[src/rtl/kti_pkg.sv]
// Shared types, status codes and controller/datapath command structs for the keyframe interpolator.
package kti_pkg;

    localparam logic [2:0] ST_INTERP = 3'd0;
    localparam logic [2:0] ST_SINGLE = 3'd1;
    localparam logic [2:0] ST_LOW    = 3'd2;
    localparam logic [2:0] ST_HIGH   = 3'd3;
    localparam logic [2:0] ST_ZERO   = 3'd4;
    localparam logic [2:0] ST_WRITE  = 3'd5;

    localparam logic [1:0] ADDR_ZERO = 2'd0;
    localparam logic [1:0] ADDR_ONE  = 2'd1;
    localparam logic [1:0] ADDR_NEXT = 2'd2;

    localparam logic [1:0] RES_WRITE = 2'd0;
    localparam logic [1:0] RES_RDATA = 2'd1;
    localparam logic [1:0] RES_PREV  = 2'd2;
    localparam logic [1:0] RES_LERP  = 2'd3;

    localparam logic KIND_WRITE = 1'b0;
    localparam logic KIND_QUERY = 1'b1;

    typedef struct packed {
        logic        kind;
        logic [5:0]  key_index;
        logic [31:0] key_time;
        logic signed [31:0] value_x;
        logic signed [31:0] value_y;
        logic signed [31:0] value_z;
        logic [31:0] query_time;
    } in_t;

    typedef struct packed {
        logic signed [31:0] out_x;
        logic signed [31:0] out_y;
        logic signed [31:0] out_z;
        logic [2:0]  status;
    } out_t;

    typedef struct packed {
        logic [31:0] key_time;
        logic [31:0] x;
        logic [31:0] y;
        logic [31:0] z;
    } key_t;

    typedef struct packed {
        logic       load_item;
        logic       ram_we;
        logic [1:0] addr_sel;
        logic       idx_clr;
        logic       idx_inc;
        logic       prev_load;
        logic       div_start;
        logic       div_step;
        logic       mul_step;
        logic       res_load;
        logic [1:0] res_src;
        logic [2:0] res_status;
        logic       out_load;
    } cmd_t;

    typedef struct packed {
        logic in_kind;
        logic n_one;
        logic t_lt_rd;
        logic rd_le_prev;
        logic t_lt_prev;
        logic last;
        logic div_done;
        logic mul_done;
        logic out_free;
    } stat_t;

endpackage

[src/rtl/kti_ctrl.sv]
// Controller: sequences key writes and, for each query, the key search, the division and the interpolation.
module kti_ctrl (
    input  logic           clk,
    input  logic           rst_n,
    input  logic           in_valid,
    output logic           in_ready,
    input  kti_pkg::stat_t stat,
    output kti_pkg::cmd_t  cmd
);

    localparam logic [2:0] S_IDLE = 3'd0;
    localparam logic [2:0] S_WR   = 3'd1;
    localparam logic [2:0] S_RD0  = 3'd2;
    localparam logic [2:0] S_K0   = 3'd3;
    localparam logic [2:0] S_SCAN = 3'd4;
    localparam logic [2:0] S_DIV  = 3'd5;
    localparam logic [2:0] S_MUL  = 3'd6;
    localparam logic [2:0] S_EMIT = 3'd7;

    logic [2:0] state_reg, state_next;

    assign in_ready = (state_reg == S_IDLE);

    always_comb
    begin
        cmd        = '0;
        cmd.addr_sel = kti_pkg::ADDR_ZERO;
        cmd.res_src  = kti_pkg::RES_WRITE;
        cmd.res_status = kti_pkg::ST_WRITE;
        state_next = state_reg;
        case (state_reg)
            S_IDLE:
            begin
                if (in_valid)
                begin
                    cmd.load_item = 1'b1;
                    state_next = (stat.in_kind == kti_pkg::KIND_QUERY) ? S_RD0 : S_WR;
                end
            end
            S_WR:
            begin
                cmd.ram_we   = 1'b1;
                cmd.res_load = 1'b1;
                cmd.res_src  = kti_pkg::RES_WRITE;
                state_next   = S_EMIT;
            end
            S_RD0:
            begin
                cmd.addr_sel = kti_pkg::ADDR_ZERO;
                state_next   = S_K0;
            end
            S_K0:
            begin
                cmd.prev_load = 1'b1;
                cmd.idx_clr   = 1'b1;
                cmd.addr_sel  = kti_pkg::ADDR_ONE;
                if (stat.n_one || stat.t_lt_rd)
                begin
                    cmd.res_load   = 1'b1;
                    cmd.res_src    = kti_pkg::RES_RDATA;
                    cmd.res_status = stat.n_one ? kti_pkg::ST_SINGLE : kti_pkg::ST_LOW;
                    state_next     = S_EMIT;
                end
                else
                begin
                    state_next = S_SCAN;
                end
            end
            S_SCAN:
            begin
                cmd.addr_sel = kti_pkg::ADDR_NEXT;
                if (stat.t_lt_rd)
                begin
                    if (stat.rd_le_prev || stat.t_lt_prev)
                    begin
                        cmd.res_load   = 1'b1;
                        cmd.res_src    = kti_pkg::RES_PREV;
                        cmd.res_status = kti_pkg::ST_ZERO;
                        state_next     = S_EMIT;
                    end
                    else
                    begin
                        cmd.div_start = 1'b1;
                        state_next    = S_DIV;
                    end
                end
                else if (stat.last)
                begin
                    cmd.res_load   = 1'b1;
                    cmd.res_src    = kti_pkg::RES_RDATA;
                    cmd.res_status = kti_pkg::ST_HIGH;
                    state_next     = S_EMIT;
                end
                else
                begin
                    // Advance: the key just read becomes the start of the next interval.
                    cmd.prev_load = 1'b1;
                    cmd.idx_inc   = 1'b1;
                end
            end
            S_DIV:
            begin
                if (stat.div_done)
                begin
                    state_next = S_MUL;
                end
                else
                begin
                    cmd.div_step = 1'b1;
                end
            end
            S_MUL:
            begin
                if (stat.mul_done)
                begin
                    cmd.res_load = 1'b1;
                    cmd.res_src  = kti_pkg::RES_LERP;
                    state_next   = S_EMIT;
                end
                else
                begin
                    cmd.mul_step = 1'b1;
                end
            end
            S_EMIT:
            begin
                if (stat.out_free)
                begin
                    cmd.out_load = 1'b1;
                    state_next   = S_IDLE;
                end
            end
            default:
            begin
                state_next = S_IDLE;
            end
        endcase
    end

    always_ff @(posedge clk or negedge rst_n)
    begin
        if (!rst_n)
        begin
            state_reg <= S_IDLE;
        end
        else
        begin
            state_reg <= state_next;
        end
    end

    a_query_starts_read: assert property (@(posedge clk) disable iff (!rst_n)
        (state_reg == S_IDLE && in_valid && stat.in_kind == kti_pkg::KIND_QUERY)
        |=> state_reg == S_RD0)
        else $error("query word did not start the key read");

    a_div_to_mul: assert property (@(posedge clk) disable iff (!rst_n)
        (state_reg == S_DIV && stat.div_done) |=> (state_reg == S_MUL))
        else $error("division finished without starting interpolation");

    a_emit_frees: assert property (@(posedge clk) disable iff (!rst_n)
        (state_reg == S_EMIT && stat.out_free) |=> (state_reg == S_IDLE))
        else $error("result not handed to the output register");

    a_out_load_safe: assert property (@(posedge clk) disable iff (!rst_n)
        cmd.out_load |-> stat.out_free)
        else $error("output register overwritten while full");

endmodule

[config.mk]
export PLATFORM = sky130hd
export DESIGN_NAME = kti_ctrl
export DESIGN_NICKNAME = d
export VERILOG_FILES = /design/src/rtl/kti_pkg.sv /design/src/rtl/kti_ctrl.sv
export SDC_FILE = /design/constraint.sdc
export NUM_CORES = 1
export LEC_CHECK = 0
export BUFFER_PORTS_ARGS = -buffer_cell sky130_fd_sc_hd__buf_4
export CAP_MARGIN = 20
export CORE_AREA = 5 5 42 44
export CTS_CLUSTER_SIZE = 40
export DETAILED_ROUTE_END_ITERATION = 6
export DIE_AREA = 0 0 47 49
export PLACE_DENSITY = 0.66
export SLEW_MARGIN = 30
export SYNTH_ARGS = -nofsm -noshare
export SYNTH_HDL_FRONTEND = slang
export SYNTH_SLANG_ARGS = --single-unit
[constraint.sdc]
create_clock -name clk -period 1.7 [get_ports clk]
set_input_delay 0.51 -clock clk [delete_from_list [all_inputs] [get_ports clk]]
set_output_delay 0.51 -clock clk [all_outputs]
set_load 0.1 [all_outputs]
==> results of run 1 <==
## logic make-up after synthesis
| kind of cell | count (synthesis) | share of synthesized area (%) |
|---|---|---|
| and+or+nand+nor | 32 | 50.2 |
| AOI/OAI and AO/OA | 8 | 15.9 |
| buffers and inverters | 7 | 11.9 |
| DFF | 3 | 18.3 |
| muxes | 1 | 3.67 |
## metrics by stage
stage | setup slack, ns | util [%] | instance area [um2] | cells
after floorplan | -1.68 | - | 510 | 51
after detailed placement | -0.517 | 63.3 | 887 | 116
after CTS | -0.440 | 89.7 | 1260 | 127
after global placement | -0.498 | 63.3 | 887 | 116
## cell usage after synthesis
cell / instances
a21o_2: 1
a22oi_1: 1
and2_1: 1
and4bb_4: 1
buf_4: 2
buf_6: 2
dfrtp_1: 3
inv_1: 3
mux2_4: 1
nand2_1: 8
nand2_2: 1
nand2b_1: 1
nand3_2: 1
nand3b_1: 1
nand3b_2: 1
nand4_1: 1
nor2_1: 7
nor2_2: 1
nor3_1: 1
nor3_2: 2
nor3b_1: 1
nor3b_2: 1
nor4_2: 1
o2111ai_2: 1
o21a_1: 1
o21a_2: 1
o21ai_1: 2
o21bai_1: 1
or3_1: 1
or3b_1: 1
## repair_timing
action                     CTS
buffers inserted             8
resized for setup           71
hold buffers                 0
pin swaps                    7
setup endpoints to repair   18
==> reports/results.txt, run 1 <==
sequential share of the synthesized area = 18.3%
row count = 14
post-synth net total = 63
gp weighted congestion = 0.774
unique cell type count in the Yosys netlist = 30
Root Buffer = clkbuf_4
Synthesis Warnings = 0
DP Wirelength = 1240 um
CTS Sinks = 3
Post-Syn Area = 409 um2
Worst EP post-GRT repair = cmd[6]
IO Pins = 30
failing step = 5_1_grt
Die W = 47 um
Starting Density = 29.2%
Log Error = [ERROR DPL-0033] detailed placement checks failed during check placement.
largest cells by area after synthesis = dfrtp_1 18%, nand2_1 7.3%, nor2_1 6.4%, buf_6 5.5%, nor3_2 4.9%
share of the synthesized area in the top cell type = 18.3%
Yosys top cell by area = dfrtp_1
Worst EP Category = primary output
run status = stopped before the end
CTS Buffer Depth = 2
#FFs+latches synth = 3
Mapped Cells = 51
largest net degree at the start of global routing = 9
die span in y = 49 um
syn_area_per_cell = 8.02 um2
TritonCTS buffer count = 3
Clock H-tree levels = 1
initial antenna violation count = 0
IO buf count = 29
==> run 2: changes to the inputs <==
Settings changed: CORE_AREA 5 5 42 44 to 5 5 66 68, CTS_CLUSTER_SIZE 40 to default, DIE_AREA 0 0 47 49 to 0 0 71 73, PLACE_DENSITY 0.66 to default, PLACE_DENSITY_LB_ADDON from default to 0.15.
Clock period 1.7 ns to 2.2 ns, I/O delays scaled along.
==> run 2 against run 1 <==
The flow now finishes, with violations (negative setup slack); area after synthesis unchanged; synthesized cell count unchanged.
==> reports/results.txt, run 2 <==
most used flip-flop cell after synthesis = dfrtp_1
syn_area_per_cell = 8.02 um2
Setup Skew = 0.00172 ns
failing checks = negative setup slack
clock slew at reported path FFs = 0.03 ns
critical path depth = 6
TritonCTS buffer count = 3
Largest register FFs = 3
met3 usage = 0.964%
critical path arrival = 1.65 ns
CP Buf/Inv Count = 3
vias post-DR = 561
GRT Total Usage = 6.62%
P&R area growth vs syn = 183%
vias per inst = 3.60
first-pass GRT wire length = 2680 um
CP required = 1.54 ns
filler instances = 419
grt met1 use = 7.42%
endpoints failing setup = 3
Worst VDD drop = 486 uV
CTS Buffer Depth = 2
most common cell after layout, fill and taps aside = buf_4
drt total wl = 1660 um
# DRC = 0
CTS Sinks = 3
ys async rst share = 100%
initial antenna violation count = 0
Clock H-tree levels = 1
layout cells sized above 1 = 86.8%
Root Buffer = clkbuf_8
Crit path max-delay family = simple AND/OR/NAND/NOR gates
most frequent cells in the layout = 40 x buf_4, 9 x buf_12, 5 x buf_6
hold buffer count at CTS = 0
busiest grt layer = met2
largest net degree at the start of global routing = 11
die span in y = 73 um
grt ovf = 0
IO Pins = 30
DP Wirelength = 1360 um
Crit Path Max Fanout = 4
ANT nets after route = 0
Yosys top cell by area = dfrtp_1
largest cells by area after synthesis = dfrtp_1 18%, nand2_1 7.3%, nor2_1 6.4%, buf_6 5.5%, nor3_2 4.9%
crit share post-route = 105%
Slew @ Worst Pin = 0.281 ns
row count = 23
most used cell, CP = buf_4
R2R depth = 7
WL per Instance = 10.6 um
unique cell type count in the Yosys netlist = 30
DRT Pass-1 Iters = 3
Hold WC Path Type = primary input to asynchronous set/reset pin
maximum clock rate = 0.434 GHz
CP Launch Type = primary input
CP Cell Sequence = buf_4 -> buf_4 -> nand2_2 -> o21ai_4 -> or3b_4 -> buf_12
initial drt markers = 6
most instantiated cells after synthesis = 8 x nand2_1, 7 x nor2_1, 3 x dfrtp_1, 3 x inv_1
die area = 0.00518 mm2
setup slack after layout = -0.106 ns
CP Class = primary input to output port
# diodes = 0
critical path's slowest cell = or3b_4
share of the synthesized area in the top cell type = 18.3%
max-slew violations = 0
IO buf count = 29
nets@finish = 119
post-synth net total = 63
sequential share of the synthesized area = 18.3%
unrepaired setup endpoints after global routing = yes
endpoints failing hold = 0
Max-Cap Viols = 0
met2 usage = 11.3%
Synthesis Warnings = 0
Slew Limit Headroom = 81.4%
worst-skew pair later-pin latency = 0.22 ns
Mapped Cells = 51
gp weighted congestion = 0.785
Post-synth EDFFs = 0
Die W = 71 um
most common cell in the synthesized netlist = nand2_1
pre-CTS WS = -0.339 ns
Worst Hold Slack = 0.225 ns
CORE AREA = 0.00380 mm2
slowest stage delay, CP = 0.38 ns
Starting Density = 10.8%
vias in the first global route = 613
run status = complete, but fails checks
Post-Syn Area = 409 um2
pwr/cell area = 1620 mW/mm2
#FFs+latches synth = 3
Final min period = 2.31 ns
Leakage Power = 0.000523 uW
Setup crit end kind = output port
TritonCTS clock tree = done
-- run 2: cell counts after synthesis --
Identical to the previous run, type by type.
-- run 2: final cells by class --
type                    count  area [um2]  area share, %
repair buffers             55         552           47.6
multi-input cells          41         404           34.8
flip-flops and latches      3        77.6           6.69
well taps                  50        62.6           5.39
clock buffers               4        45.0           3.88
inverters                   3        18.8           1.62
-- run 2: per-layer routing --
layer,vias to the layer above,part of all wire [%]
met5,-,0
met4,0,1.8
met3,2,4.6
met2,15,54
met1,259,39
li1,285,-
-- run 2: logic make-up after synthesis --
group,Yosys count,share of synthesized area (%)
muxes,1,3.67
AOI/OAI and AO/OA,8,15.9
buffers and inverters,7,11.9
DFF,3,18.3
and+or+nand+nor,32,50.2
-- run 2: path summary, 6_finish.rpt --
| check | from | end | slack [ns] |
|---|---|---|---|
| min in group clk | state_reg[2] | state_reg[2] | 0.73 |
| max in group asynchronous | rst_n | state_reg[0] | 1.87 |
| hold reg to reg | state_reg[2] | state_reg[2] | 0.73 |
| setup / recovery | stat[6] | cmd[6] | -0.11 |
| setup reg to reg | state_reg[2] | state_reg[0] | 0.52 |
| hold / removal | rst_n | state_reg[2] | 0.23 |
-- run 2: metrics by stage --
stage / util [%] / TNS, ns / std cells / cell area [um2] / total power, uW
2_1_floorplan: - / -9.15 / 51 / 504 / 1180
3_3_place_gp: 23.7 / -0.716 / 147 / 901 / 1460
3_5_place_dp: 23.7 / -0.708 / 147 / 901 / 1470
4_1_cts: 29.9 / -0.351 / 156 / 1130 / 1870
5_1_grt: 30.5 / -0.562 / 156 / 1160 / 1960
6_report: 30.5 / -0.155 / 156 / 1160 / 1880
-- run 2: power by group --
| part | internal (uW) | switching, uW | total (uW) | leakage [uW] |
|---|---|---|---|---|
| clock network | 124 | 36.5 | 160 | 0.0000228 |
| registers | 85.1 | 35.5 | 121 | 0.0000304 |
| logic | 603 | 998 | 1600 | 0.000470 |
| total | 812 | 1070 | 1880 | 0.000523 |
-- run 2: worst register-to-register path: stages, from the launching register on --
cell and delay (ns):
dfrtp_1 0.40, buf_4 0.15, buf_4 0.12, buf_4 0.15, and4bb_4 0.20, nor2_2 0.15
nand3_2 0.09, mux2_4 0.30
-- run 2: repair_timing --
action / 4_1_cts / 5_1_grt
gates resized for setup: 37 / 10
pin swaps: 5 / 4
buffers inserted: 6 / 1
setup endpoints to repair: 12 / 10
No activity file was read; power rests on OpenSTA's default activity.
==> run 3: changes to the inputs <==
Settings changed: TNS_END_PERCENT from default to 5.
==> run 3 against run 2 <==
The flow still finishes with violations (negative setup slack); clock skew down 0.00088 ns; die area unchanged; worst setup slack gained 0.047 ns; via count fell by 5.7%; core utilization is 4.1 points lower; first-iteration DRC count is 17% lower; wire length fell by 4.6%; clock-buffer cell count unchanged; non-clock buffer count decreased by 7; final area down 13%; sequential cell count is the same.
==> reports/results.txt, run 3 (synthesized netlist as in run 2, its figures left out) <==
P&R area growth vs syn = 145%
CP Cell Sequence = nor3b_4 -> nand3b_1 -> o21a_2 -> or3b_4 -> buf_12
R2R depth = 6
CP required = 1.54 ns
die area = 0.00518 mm2
die span in y = 73 um
setup slack after layout = -0.0586 ns
IO Pins = 30
CORE AREA = 0.00380 mm2
row count = 23
GRT Total Usage = 6.30%
Root Buffer = clkbuf_8
CP Launch Type = register
endpoints failing setup = 3
grt ovf = 0
Hold WC Path Type = primary input to asynchronous set/reset pin
vias post-DR = 529
DRT Pass-1 Iters = 4
IO buf count = 29
Largest register FFs = 3
slowest stage delay, CP = 0.39 ns
drt total wl = 1580 um
r2r setup slk = 0.65 ns
worst reg2reg endpoint = state_reg[0]
vias per inst = 3.55
worst-skew pair later-pin latency = 0.21 ns
Crit Path Max Fanout = 4
critical path depth = 5
CP Buf/Inv Count = 1
# diodes = 0
CTS Buffer Depth = 2
Final min period = 2.26 ns
run status = complete, but fails checks
nets@finish = 112
DP Wirelength = 1350 um
first-pass GRT wire length = 2590 um
endpoints failing hold = 0
initial drt markers = 5
most frequent cells in the layout = 36 x buf_4, 6 x nand2_1, 5 x nor2_1, 5 x buf_12, 4 x buf_8
pre-CTS WS = -0.222 ns
Slew Limit Headroom = 81.4%
max-slew violations = 0
CP Class = register to output port
ANT nets after route = 0
Critical Path Sink = cmd[6]
maximum clock rate = 0.443 GHz
Crit path max-delay family = simple AND/OR/NAND/NOR gates
clock slew at reported path FFs = 0.03 ns
gp weighted congestion = 0.687
filler instances = 429
critical path arrival = 1.60 ns
Crit. Startpoint = state_reg[2]
TritonCTS clock tree = done
failing checks = negative setup slack
largest net degree at the start of global routing = 7
# DRC = 0
Clock H-tree levels = 1
Setup crit end kind = output port
Max-Cap Viols = 0
initial antenna violation count = 0
Starting Density = 10.8%
layout cells sized above 1 = 74.7%
critical path's slowest cell = dfrtp_1
vias in the first global route = 589
crit share post-route = 103%
Setup Skew = 0.000834 ns
WL per Instance = 10.6 um
Die W = 71 um
R2R Path Start = state_reg[2]
TritonCTS buffer count = 3
unrepaired setup endpoints after global routing = yes
CTS Sinks = 3
Slew @ Worst Pin = 0.282 ns
most common cell after layout, fill and taps aside = buf_4
[run 3: cell count changes in the layout (fill, tap and decap cells not counted), moves of 2 or more]
cell / previous run / this run
nor2_2: 4 / 2
buf_8: 1 / 4
buf_12: 9 / 5
nand2_4: 2 / 0
inv_1: 0 / 3
buf_6: 5 / 3
buf_4: 40 / 36
nand2_1: 2 / 6
clkinvlp_4: 2 / 0
[run 3: worst min path at each step]
stage	from	end	slack [ns]
2_1_floorplan	rst_n	state_reg[0]	0.36
6_report	rst_n	state_reg[0]	0.23
3_5_place_dp	rst_n	state_reg[1]	0.45
3_3_place_gp	rst_n	state_reg[1]	0.45
4_1_cts	rst_n	state_reg[0]	0.23
5_1_grt	rst_n	state_reg[0]	0.23
[run 3: metal layers]
layer / track usage (%) / vias up / share of wire [%]
li1: - / 270 / -
met1: 6.49 / 238 / 37
met2: 12.0 / 21 / 54
met3: 2.07 / 0 / 9.4
met4: 1.88 / 0 / 0
met5: 0 / - / 0
[run 3: what timing repair did]
item	CTS	global route
hold buffers	0	0
pin swaps	1	1
resized for setup	24	11
setup endpoints to repair	10	10
buffers inserted	2	0
[run 3: cell type report]
type	count	area [um2]	share of cell area [%]
flip-flops and latches	3	77.6	7.73
clock buffers	4	45.0	4.49
multi-input cells	41	343	34.2
well taps	50	62.6	6.23
repair buffers	48	464	46.3
inverters	3	11.3	1.12
[run 3: through the flow]
stage	instances	utilization [%]	setup TNS [ns]	instance area (um2)	hold WS [ns]
2_1_floorplan	51	-	-12.08	440	0.364
3_5_place_dp	143	21.3	-0.398	811	0.453
6_report	149	26.4	-0.104	1000	0.230
3_3_place_gp	143	21.3	-0.393	811	0.452
4_1_cts	149	25.2	-0.110	958	0.225
5_1_grt	149	26.4	-0.323	1000	0.230
Power of run 3 is not shown: default switching activity piles up to over one toggle a cycle in this logic, so the estimate is an artifact.
